$ cat config.mk
export PLATFORM = sky130hd
export DESIGN_NAME = ibm_map_ram
export DESIGN_NICKNAME = d
export VERILOG_FILES = /design/src/design/ibm_map_ram.sv
export SDC_FILE = /design/constraint.sdc
export NUM_CORES = 2
export LEC_CHECK = 0
export ABC_AREA = 0
export ABC_CLOCK_PERIOD_IN_PS = 5100
export BUFFER_PORTS_ARGS = -buffer_cell sky130_fd_sc_hd__buf_2
export CELL_PAD_IN_SITES_DETAIL_PLACEMENT = 0
export CELL_PAD_IN_SITES_GLOBAL_PLACEMENT = 1
export CORE_MARGIN = 1
export CORE_UTILIZATION = 53
export DETAILED_ROUTE_END_ITERATION = 10
export PLACE_DENSITY = 0.76
export SKIP_CTS_REPAIR_TIMING = 1
export SLEW_MARGIN = 20
export SYNTH_ARGS = -nofsm -noshare
export SYNTH_HDL_FRONTEND = slang
export SYNTH_SLANG_ARGS = --single-unit
$ cat constraint.sdc
create_clock -name clk_i -period 5.1 [get_ports clk_i]
set_input_delay 0.51 -clock clk_i [delete_from_list [all_inputs] [get_ports clk_i]]
set_output_delay 0.51 -clock clk_i [all_outputs]
set_load 0.02 [all_outputs]
$ cat src/design/ibm_map_ram.sv
// ---------------------------------------------------------------------------
// Inode map RAM
// One write port and one read port, 32-bit words, registered read data.
// ---------------------------------------------------------------------------
module ibm_map_ram #(
  parameter int WORDS = 128,
  parameter int AW    = 7
) (
  input  logic          clk_i,
  input  logic          we_i,
  input  logic [AW-1:0] waddr_i,
  input  logic [31:0]   wdata_i,
  input  logic [AW-1:0] raddr_i,
  output logic [31:0]   rdata_o
);

  logic [31:0] mem [WORDS];

  always_ff @(posedge clk_i) begin
    if (we_i) begin
      mem[waddr_i] <= wdata_i;
    end
    rdata_o <= mem[raddr_i];
  end

endmodule

==> flow_summary_export.csv <==
group,metric,value,unit
route,wl_per_cell,37.2,um
timing,timing.fmax,323,MHz
route,drc,0,
pwr,peakVddDrop,0.000288,V
floorplan,die_area,297000,sq um
floorplan,die_h,545,um
synthesis,synth_compound_area_share,0,%
critical_path,slowest_delay,0.68,ns
critical_path,crit_type,"input port to register",
clocking,clk_path_buf_depth,4,
route,vias_per_cell,6.67,
synthesis,yosys-top-cells-area,"edfxtp_1 79%, mux4_2 19%, clkbuf_1 0.44%, dfxtp_1 0.41%, nor2_1 0.29%",
route,dr.first_iter.drc_count,11000,
synthesis,synth_seq_area_share,79.1,%
critical_path,cp_slowest_cell,"mux4_2",
synthesis,synth_area,156000,sq um
synthesis,postSynthCellCount,5990,
synthesis,syn-num-nets,6038,
route,final_antenna_net_count,0,
pwr,combPwrFrac,5.2,%
floorplan,coreArea,294000,sq um
place,port_buffers,79,
min_path,worstHoldPathType,"input port to register",
route,vias,71700,
critical_path,cp.arrival,3.94,ns
floorplan,start_util,53.2,%
pwr,p_per_area,394,nW/um^2
place,place_hpwl,228,mm
timing,period_share,60.8,%
pwr,switching_share,21.5,%
pwr,power.switching,15.1,mW
synthesis,synth_adder_area_share,0,%
pwr,power_frac_seq,53.8,%
route,finalWirelength,400,mm
cells_and_area,layout.nets,6520,
clocking,clk_pin_slew,0.06,ns
timing,holdWs,0.0966,ns
synthesis,yosys_register_bits,4128,
timing,fin_crit,3.10,ns
global_routing,grt_usage,27.3,%
critical_path,required,5.94,ns
synthesis,synth_area_leader_cell,"edfxtp_1",
critical_path,crit_path_frequent_cell,"mux4_2",
synthesis,synth-xor-area-share,0,%
global_routing,grt_pass1_vias,72000,
synthesis,synth_top_family_by_area,"multiplexers",
critical_path,path_max_fanout,57,
clocking,cts_tree,"yes",
critical_path,critPathLaunchType,"input port",
timing,fin_ws,2.00,ns
synthesis,avgSynthCellArea,26.1,sq um
run,maxCapViolations,0,
timing,final.setup.tns,0,ns
cells_and_area,drive_above_1_share,36.3,%
clocking,clk_latency,0.96,ns
pwr,p_int,54.8,mW
timing,fin_skew,0.0509,ns
cells_and_area,finalCoreUtilization,60.4,%
critical_path,cp_cell_sequence,"buf_12 -> buf_12 -> buf_4 -> mux4_2 -> mux4_2 -> mux4_2 -> mux2_2",
global_routing,grt_start_max_net_pins,90,
timing,worst_pin_slew,1.06,ns
cells_and_area,mostFrequentLayoutCell,"edfxtp_1",
pwr,clkPwrFrac,41.0,%
timing,relSlewSlack,29.5,%
place,finalWeightedCongestion,0.833,
clocking,clockRootBuffer,"clkbuf_16",
timing,slew_viol_final,0,
clocking,cts_buffers,399,
timing,rsz0062_at_grt,"no",
clocking,cts.sinks,4128,
floorplan,die_w,545,um
synthesis,synth_top_area_share,78.7,%
synthesis,synth_cell_types,17,
route,dr.pass1.iters,5,
timing,hold_viol_final,0,
synthesis,synth.mux.area_fraction,19.6,%
synthesis,ys_warn_count,0,
pwr,fin_total_pwr,69.9,mW
place,place_ws,1.04,ns
global_routing,grt_pass1_wl,559,mm
pwr,p_leak,54.4,nW
timing,setup_viol,0,
global_routing,antenna_found_initial,41,
cells_and_area,final_cell_mix,"4096 x edfxtp_1, 1344 x mux4_2, 400 x clkbuf_16",
run_status,status,"finished, final reports clean",
floorplan,placementRows,199,
cells_and_area,area_growth,13.4,%
global_routing,overflow,0,
clocking,h-tree-depth,5,
critical_path,cp-end-kind,"register",
floorplan,ioPinCount,80,
synthesis,yosys.area_share.simple,0.446,%
[power groups by stage]
stage / Sequential (mW) / Clock [mW] / Combinational [mW]
floorplan: 38.3 / 0 / 1.81
global placement: 38.3 / 0 / 3.54
detailed placement: 38.3 / 0 / 3.61
CTS: 37.6 / 29.0 / 3.62
global route: 37.6 / 30.2 / 3.76
finish: 37.6 / 28.7 / 3.63
[cell families (layout without fill, tap and decap cells)]
group,Yosys count,in the layout
other,0,24
and+or+nand+nor,170,170
muxes,1376,1376
buffers and inverters,316,1136
DFF,4128,4128
[Yosys cell counts]
| library cell | count |
|---|---|
| edfxtp_1 | 4096 |
| mux4_2 | 1344 |
| clkbuf_1 | 182 |
| nor2_1 | 122 |
| buf_2 | 79 |
| buf_1 | 50 |
| dfxtp_1 | 32 |
| mux2_2 | 32 |
| nand2_1 | 14 |
| nand3_1 | 12 |
| nor3_1 | 9 |
| nor2b_1 | 7 |
| buf_4 | 3 |
| nand4_1 | 3 |
| buf_6 | 2 |
| nand2b_1 | 2 |
| or3_1 | 1 |
[sequential cells by signal, summed over array words and instances, names as in the netlist]
register	flops
rdata_o	32
mem	4096
[per-layer routing]
metal / vias up / GRT usage, % / wire length [um]
met5: - / 0 / 34
met4: 6 / 8.19 / 12900
met3: 584 / 6.32 / 45900
met2: 4379 / 42.1 / 190000
met1: 39300 / 39.5 / 151000
li1: 27400 / - / -
[final timing paths]
kind           startpoint           to  slack [ns]  cells past startpoint
max            raddr_i[0]  rdata_o[16]        2.00                      7
min reg2reg  mem[125][31]  rdata_o[31]        1.10                      4
min           wdata_i[11]  mem[11][11]         0.1                      1
max reg2reg    mem[7][10]  rdata_o[10]        2.45                      4
[worst max-delay path: cells and delay by family]
family,cells,cell delay (ns)
multiplexers,4,2.11
buffers and inverters,3,1.11
[through the flow]
stage | cell area, sq um | instances
2_1_floorplan | 156000 | 5990
3_3_place_gp | 165000 | 9990
3_5_place_dp | 165000 | 9990
4_1_cts | 177000 | 10700
5_1_grt | 177000 | 10700
6_report | 177000 | 10800
[area by class of cell]
type	instances	area (sq um)
sequential	4128	124000
fill	19300	116000
multi-input combinational	1546	32300
clock buffer	494	10500
tap	3919	4900
timing repair buffer	397	3670
clock inverter	245	2240
antenna	24	60.1
Power figures use the tool's default switching activity.
