[config.mk]
export PLATFORM = sky130hd
export DESIGN_NAME = ibm_slot_div
export DESIGN_NICKNAME = d
export VERILOG_FILES = /design/src/design/ibm_pkg.sv /design/src/design/ibm_slot_div.sv
export SDC_FILE = /design/constraint.sdc
export NUM_CORES = 1
export LEC_CHECK = 0
export BUFFER_PORTS_ARGS = -buffer_cell sky130_fd_sc_hd__buf_2
export CAP_MARGIN = 20
export CORE_ASPECT_RATIO = 0.75
export CORE_UTILIZATION = 48
export CTS_CLUSTER_SIZE = 20
export DETAILED_ROUTE_END_ITERATION = 8
export PLACE_DENSITY = 0.8
export SLEW_MARGIN = 20
export SYNTH_ARGS = -nofsm -noshare
export SYNTH_HDL_FRONTEND = slang
export SYNTH_SLANG_ARGS = --single-unit
[constraint.sdc]
create_clock -name clk_i -period 1.8 [get_ports clk_i]
set_input_delay 0.18 -clock clk_i [delete_from_list [all_inputs] [get_ports clk_i]]
set_output_delay 0.18 -clock clk_i [all_outputs]
set_load 0.02 [all_outputs]
[src/design/ibm_pkg.sv]
// ---------------------------------------------------------------------------
// Inode bitmap allocator package
// Field widths, offset limit, status and command codes, register indexes.
// ---------------------------------------------------------------------------
package ibm_pkg;

  localparam int CNT_W      = 13;
  localparam int NUM_W      = 16;
  localparam int BLK_W      = 8;
  localparam int OFS_W      = 20;
  localparam int WORD_BITS  = 32;
  localparam int WIDX_W     = CNT_W - 5;
  localparam int IN_DATA_W  = 16;
  localparam int OUT_DATA_W = 40;

  localparam logic [OFS_W-1:0] OFFSET_MAX = 20'hFFFFF;

  localparam logic [1:0] ST_OK      = 2'd0;
  localparam logic [1:0] ST_INVALID = 2'd1;
  localparam logic [1:0] ST_FULL    = 2'd2;

  localparam logic CMD_ALLOC = 1'b0;
  localparam logic CMD_FREE  = 1'b1;

  localparam logic [1:0] REG_FS_VALID    = 2'd0;
  localparam logic [1:0] REG_INODE_COUNT = 2'd1;
  localparam logic [1:0] REG_IMAP_BLOCKS = 2'd2;
  localparam logic [1:0] REG_ZMAP_BLOCKS = 2'd3;

endpackage

[src/design/ibm_slot_div.sv]
// ---------------------------------------------------------------------------
// Inode slot divider
// Splits a bit index into block and slot by a fixed divisor, using a
// registered reciprocal multiply, then a registered back-multiply.
// ---------------------------------------------------------------------------
module ibm_slot_div #(
  parameter int DIVISOR = 32,
  parameter int RW      = 6
) (
  input  logic                   clk_i,
  input  logic                   rst_ni,
  input  logic                   start_i,
  input  logic [ibm_pkg::CNT_W-1:0] dividend_i,
  output logic                   done_o,
  output logic [ibm_pkg::CNT_W-1:0] quot_o,
  output logic [RW-1:0]          rem_o
);

  import ibm_pkg::*;

  localparam int LOG_D   = (DIVISOR > 1) ? $clog2(DIVISOR) : 0;
  localparam int SHIFT   = CNT_W + LOG_D;
  localparam int RECIP_W = CNT_W + 2;
  localparam int PROD_W  = CNT_W + RECIP_W;
  localparam longint unsigned RECIP =
    ((64'd1 << SHIFT) + 64'(DIVISOR) - 64'd1) / 64'(DIVISOR);

  logic              stage_q;
  logic              done_q;
  logic [CNT_W-1:0]  num_q;
  logic [PROD_W-1:0] prod_q;
  logic [CNT_W-1:0]  quot_q;
  logic [RW-1:0]     rem_q;
  logic [CNT_W-1:0]  quot;
  logic [CNT_W-1:0]  back;

  assign quot = CNT_W'(prod_q >> SHIFT);
  assign back = quot * CNT_W'(DIVISOR);

  always_ff @(posedge clk_i or negedge rst_ni) begin
    if (!rst_ni) begin
      stage_q <= 1'b0;
      done_q  <= 1'b0;
    end else begin
      stage_q <= start_i;
      done_q  <= stage_q;
    end
  end

  always_ff @(posedge clk_i) begin
    if (start_i) begin
      num_q  <= dividend_i;
      prod_q <= PROD_W'(dividend_i) * PROD_W'(RECIP);
    end
    if (stage_q) begin
      quot_q <= quot;
      rem_q  <= RW'(num_q - back);
    end
  end

  assign done_o = done_q;
  assign quot_o = quot_q;
  assign rem_o  = rem_q;

endmodule

==> results of run 1 <==
## layer usage
layer | GRT usage [%] | vias up | wire (um)
met4 | 6.08 | 0 | 15
met1 | 8.67 | 175 | 330
li1 | - | 187 | -
met3 | 5.88 | 4 | 98
met2 | 23.1 | 25 | 575
met5 | 0 | - | 0
## placed cells by master (no fill, tap or decap)
| cell | n |
|---|---|
| dfrtp_1 | 2 |
| buf_2 | 29 |
| clkbuf_4 | 3 |
| edfxtp_1 | 26 |
| dlygate4sd3_1 | 2 |
| conb_1 | 6 |
| clkbuf_8 | 1 |
## worst max path at each step
| stage | end | cells past startpoint | slack [ns] |
|---|---|---|---|
| after floorplan | quot_o[0] | 0 | 0.88 |
| final | rem_o[1] | 1 | 0.75 |
| after global routing | quot_o[3] | 1 | 0.70 |
| after detailed placement | quot_o[6] | 0 | 0.77 |
| after global placement | quot_o[7] | 0 | 0.81 |
| after CTS | rem_o[1] | 1 | 0.72 |
## registers in the layout, summed over array words and instances, names as in the netlist
signal,flops
done_o,1
prod_q,13
quot_o,8
rem_o,5
stage_q,1
## cell type report
type / count / share of cell area [%]
Timing Repair Buffer: 31 / 15.3
Sequential cell: 28 / 76.9
Tap cell: 21 / 2.43
Multi-Input combinational cell: 6 / 2.08
Clock buffer: 4 / 3.36
## cell families (layout without fill, tap and decap cells)
family / Yosys count / in the layout / share of synthesized area (%)
DFF: 28 / 28 / 94.5
buffers and inverters: 6 / 35 / 5.12
other: 1 / 6 / 0.426
## repair_timing
item	4_1_cts	5_1_grt
endpoints found under the hold margin	2	1
hold buffers	1	1
gates resized for setup	0	0
## where the power goes
group,internal [mW],switching (mW)
clock network,0.124,0.160
logic,0.0324,0.0661
registers,0.771,0.0169
## per-stage QoR
step | std cells | total power [mW] | setup slack [ns] | utilization [%] | area, um2
2_1_floorplan | 40 | 0.861 | 0.881 | - | 898
3_3_place_gp | 84 | 0.896 | 0.809 | 64.4 | 1020
3_5_place_dp | 84 | 0.902 | 0.772 | 64.4 | 1020
4_1_cts | 89 | 1.18 | 0.719 | 67.3 | 1070
5_1_grt | 90 | 1.22 | 0.695 | 67.9 | 1080
6_report | 90 | 1.17 | 0.750 | 67.9 | 1080
==> metrics.md, run 1 <==
| Metric | Value |
|---|---|
| Status | `completed` |
| Dominant cells by area after synthesis | `edfxtp_1, dfrtp_1, buf_4` |
| Synth unique cells | `4` |
| Period utilization | `approximately 60%` |
| Max Slew Vio Count | `0` |
| Gate Count Post-Synth | `35` |
| Core ar. | `1590 um2` |
| CP peak stage delay | `just under 0.4 ns` |
| Vias post-DR | `approximately 400` |
| Fin Hold WS | `about 0.026 ns` |
| Area of the multi-input gates | `22.5 um2` |
| Gr usage total | `a little under an eighth` |
| I/O pins | `36` |
| Num CTS Buffers | `3` |
| Final setup viols | `0` |
| RD Place Congestion | `0.626` |
| Sequential area share after synthesis | `94.5%` |
| HP Class | `primary input to register` |
| Worst-margin pin slew | `0.528 ns` |
| Initial Utilization | `55.3%` |
| CTS tree | `done` |
| Layout cell share with drive strength beyond 1 | `a little under half` |
| CP top delay family | `flip-flops` |
| Number of detailed-route iterations in the first pass | `2` |
| Pleak | `between 0.4 and 0.5 nW` |
| Clock-pin slew on the worst setup and hold paths | `~0.13 ns` |
| Ys async rst share | `7.14%` |
| Residual DRC | `0` |
| Clock Skews | `0.00568 ns` |
| Clock Tree Root | `clkbuf_4` |
| CP endpoint kind | `output pin` |
| Synthesis Warnings | `0` |
| Pin count of the biggest net entering global routing | `16` |
| Rows | `12` |
| Synth area leader | `edfxtp_1` |
| Synthesized area | `about 880 um2` |
| Syn Area/Cell | `25.1 um2` |
| Max cap viols | `0` |
| # Post-CTS Setup Buffers | `0` |
| CP arrival | `0.87 ns` |
| H-tree depth reported by CTS | `1` |
| Routed Antenna Nets | `0` |
| Worst skew pair latency | `0.32 ns` |
| Initial antenna violation count | `0` |
| Clock sinks | `28` |
| Die width | `51.4 um` |
| Hold Path Sink | `prod_q[23]` |
| Crit-path slowest cell | `edfxtp_1` |
| Startpoint Class | `register` |
| WP data required | `1.62 ns` |
| Reg area | `831 um2` |
| Hold Crit Start | `dividend_i[10]` |
| Post-synth top cells | `edfxtp_1, buf_4, dfrtp_1` |
| RSZ-0062 raised after global routing | `false` |
| Initial DRC Count | `3` |
| WL final | `1.02 mm` |
| Max-slew headroom | `around two thirds` |
| # fillers | `approximately 110` |
| Crit-path cells | `buf_2` |
| Setup TNS | `0 ns` |
| Synth top area share | `around 89%` |
| Post-synth EDFFs | `26` |
| Height of the chip | `between 30 and 40 um` |
| Area delta synth->final | `22.9%` |
| Pwr Density | `1080 nW/um2` |
| Worst r2r dst | `quot_o[0]` |
| Crit. Startpoint | `rem_o[1]` |
| Worst R2R Setup Slack | `approximately 0.75 ns` |
| Hold depth | `1` |
| Reg2reg path depth | `0` |
| IO buf count | `29` |
| Synth Flop Type | `edfxtp_1` |
| Crit path max fanout | `1` |
| Worst vdd ir | `0.837 mV` |
| Avg WL per Cell | `roughly 11 um` |
| FF+latch count, synth | `28` |
| Fmax | `953 MHz` |
| Diodes inserted | `0` |
| Clock Tree Buf Depth | `2` |
| Reg2Reg Launch Point | `stage_q` |
| GRT overflow | `0` |
| Vias in the first global route | `339` |
| First-pass GRT wire length | `1.41 mm` |
| Final worst path period need | `1.05 ns` |
| Via/cell ratio | `roughly 4.3` |
| CP Buf/Inv Count | `1` |
| Hold Violations, Final | `0` |
| Die area | `2010 um2` |
| Final #Nets | `86` |
| Most common cell in the netlist | `edfxtp_1` |
| Crit Path Class | `register to output pin` |
Note: power is estimated with default switching activity, not from simulation.
==> run 2: changes to the inputs <==
Settings changed: CORE_UTILIZATION 48 to 45, PLACE_DENSITY 0.8 to 0.75.
Clock period 1.8 ns to 1 ns, I/O delays scaled along.
==> run 2 against run 1 <==
Combinational power increased to 2.7 times the previous value. Clock skew rose by 0.0018 ns. First-iteration DRC count is 100% lower. Worst hold slack better by 0.029 ns. Via count rose by 13%. Clock power grew 54%. Power up 81%. Highest routed layer unchanged. Die area grew 6.4%. Critical path type unchanged. Sequential power is 80% higher. Flip-flop and latch count unchanged. Non-clock buffer count grew 14.
==> metrics.md, run 2 (synthesized netlist as in run 1, its figures left out) <==
| Metric | Value |
|---|---|
| Fmax | `1020 MHz` |
| RD Place Congestion | `0.628 (was 0.626)` |
| First-pass GRT wire length | `1.66 mm (was 1.41 mm)` |
| Hold depth | `1 (unchanged)` |
| Via/cell ratio | `4.19 (was 4.34)` |
| Hold Crit Start | `start_i (was dividend_i[10])` |
| Initial antenna violation count | `0 (unchanged)` |
| Worst skew pair latency | `0.32 ns (about the same)` |
| Post-Place Worst Slack | `0.210 ns (was 0.772 ns)` |
| Crit Path Class | `register to output pin (unchanged)` |
| Vias post-DR | `440 (was 391)` |
| # Post-CTS Setup Buffers | `0 (unchanged)` |
| Initial DRC Count | `0 (was 3)` |
| H-tree depth reported by CTS | `1 (unchanged)` |
| Final setup viols | `0 (unchanged)` |
| Crit path max fanout | `1 (unchanged)` |
| Max cap viols | `0 (unchanged)` |
| Vias in the first global route | `398 (was 339)` |
| Startpoint Class | `register (unchanged)` |
| CTS tree | `done (unchanged)` |
| Hold Path Sink | `stage_q (was prod_q[23])` |
| Worst r2r dst | `quot_o[2] (was quot_o[0])` |
| Final #Nets | `100 (was 86)` |
| Die area | `2140 um2 (was 2010 um2)` |
| Layout cell share with drive strength beyond 1 | `41.0% (was 47.8%)` |
| Worst R2R Setup Slack | `0.21 ns (was 0.75 ns)` |
| Hold Violations, Final | `0 (unchanged)` |
| Largest reg by FF count | `prod_q (unchanged)` |
| Max Slew Vio Count | `0 (unchanged)` |
| GRT overflow | `0 (unchanged)` |
| Core ar. | `1790 um2 (was 1590 um2)` |
| CP endpoint kind | `output pin (unchanged)` |
| I/O pins | `36 (unchanged)` |
| Area delta synth->final | `43.0% (was 22.9%)` |
| Initial Utilization | `49.2% (was 55.3%)` |
| Clock Skews | `0.00744 ns (was 0.00568 ns)` |
| Rows | `13 (was 12)` |
| CP arrival | `0.88 ns (was 0.87 ns)` |
| Most common cell after layout, fill and taps aside | `edfxtp_1 (was buf_2)` |
| Crit. Startpoint | `quot_o[7] (was rem_o[1])` |
| Reg2reg path depth | `1 (was 0)` |
| Setup ws final | `0.0187 ns (was 0.750 ns)` |
| Crit-path cells | `buf_6 (was buf_2)` |
| CP top delay family | `flip-flops (unchanged)` |
| CP Buf/Inv Count | `1 (unchanged)` |
| Final worst path period need | `0.981 ns` |
| RSZ-0062 raised after global routing | `true (was false)` |
| HP Class | `primary input to register (unchanged)` |
| Crit-path slowest cell | `edfxtp_1 (unchanged)` |
| Diodes inserted | `0 (unchanged)` |
| Die width | `53.1 um (was 51.4 um)` |
| Avg WL per Cell | `11.7 um (was 11.3 um)` |
| Number of detailed-route iterations in the first pass | `1 (was 2)` |
| Status | `completed (unchanged)` |
| Overall power | `2.12 mW (was 1.17 mW)` |
| Clock Tree Root | `clkbuf_4 (unchanged)` |
| Clock-pin slew on the worst setup and hold paths | `0.12 ns (was 0.13 ns)` |
| IO buf count | `29 (unchanged)` |
| Pin count of the biggest net entering global routing | `16 (unchanged)` |
| # fillers | `129 (was 114)` |
| Period utilization | `98.1%` |
| Most frequent cells in the layout | `edfxtp_1, buf_2, dlygate4sd3_1, buf_6, conb_1 (was buf_2, edfxtp_1, conb_1, clkbuf_4)` |
| CP peak stage delay | `0.42 ns (was 0.39 ns)` |
| Pleak | `0.511 nW (was 0.441 nW)` |
| Residual DRC | `0 (unchanged)` |
| WP data required | `0.90 ns (was 1.62 ns)` |
| Num CTS Buffers | `3 (unchanged)` |
| Routed Antenna Nets | `0 (unchanged)` |
| Clock sinks | `28 (unchanged)` |
| Height of the chip | `40.3 um (was 39.1 um)` |
| Pwr Density | `1680 nW/um2 (was 1080 nW/um2)` |
| Clock Tree Buf Depth | `2 (unchanged)` |
| Gr usage total | `13.2% (was 11.4%)` |
| Worst vdd ir | `1.17 mV (was 0.837 mV)` |
| WL final | `1.22 mm (was 1.02 mm)` |
| Reg2Reg Launch Point | `stage_q (unchanged)` |
| Max FFs per register | `13 (unchanged)` |
[run 2: cell count changes in the layout (fill, tap and decap cells not counted), sizes merged]
cell	previous run	this run
buf	29	31
dlygate4sd3	2	14
[run 2: timing repair]
| action | in CTS | in global routing |
|---|---|---|
| endpoints found under the setup margin | 0 | 10 |
| hold buffers | 14 | 0 |
| gates resized for setup | 0 | 16 |
| hold endpoints to repair | 15 | 0 |
[run 2: power by group]
part / internal (mW) / switching (mW) / leakage [nW]
sequential: 1.39 / 0.0274 / 0.278
clock: 0.156 / 0.281 / 0.0150
combinational: 0.128 / 0.136 / 0.219
total: 1.67 / 0.445 / 0.511
[run 2: area by class of cell]
| type | instances | area (um2) | share of cell area [%] |
|---|---|---|---|
| clock buffers | 4 | 26.3 | 2.09 |
| multi-input cells | 6 | 22.5 | 1.79 |
| flip-flops and latches | 28 | 831 | 66.1 |
| well taps | 22 | 27.5 | 2.19 |
| repair buffers | 45 | 350 | 27.9 |
[run 2: metal layers]
layer  vias to the layer above  GRT usage [%]  wire, um
li1                        214              -         -
met1                       200           9.18       339
met2                        20           26.3       764
met3                         6           7.95        75
met4                         0           8.55        44
met5                         -              0         0
[run 2: stage by stage]
stage / cell area, um2 / util, % / instances / TNS [ns] / hold WS [ns]
floorplan: 898 / - / 40 / 0 / -0.196
global placement: 1040 / 58.2 / 87 / 0 / -0.111
detailed placement: 1040 / 58.2 / 87 / 0 / -0.109
CTS: 1210 / 67.5 / 105 / 0 / 0.0485
global route: 1260 / 70.3 / 105 / -0.166 / 0.0430
finish: 1260 / 70.3 / 105 / 0 / 0.0551
[run 2: how the worst max path moves through the flow]
stage / end / slack, ns / cells past startpoint
after global routing: quot_o[7] / -0.03 / 1
after floorplan: quot_o[0] / 0.08 / 0
after global placement: rem_o[2] / 0.21 / 1
after detailed placement: quot_o[4] / 0.21 / 1
final: quot_o[7] / 0.02 / 1
after CTS: quot_o[0] / 0.003 / 1
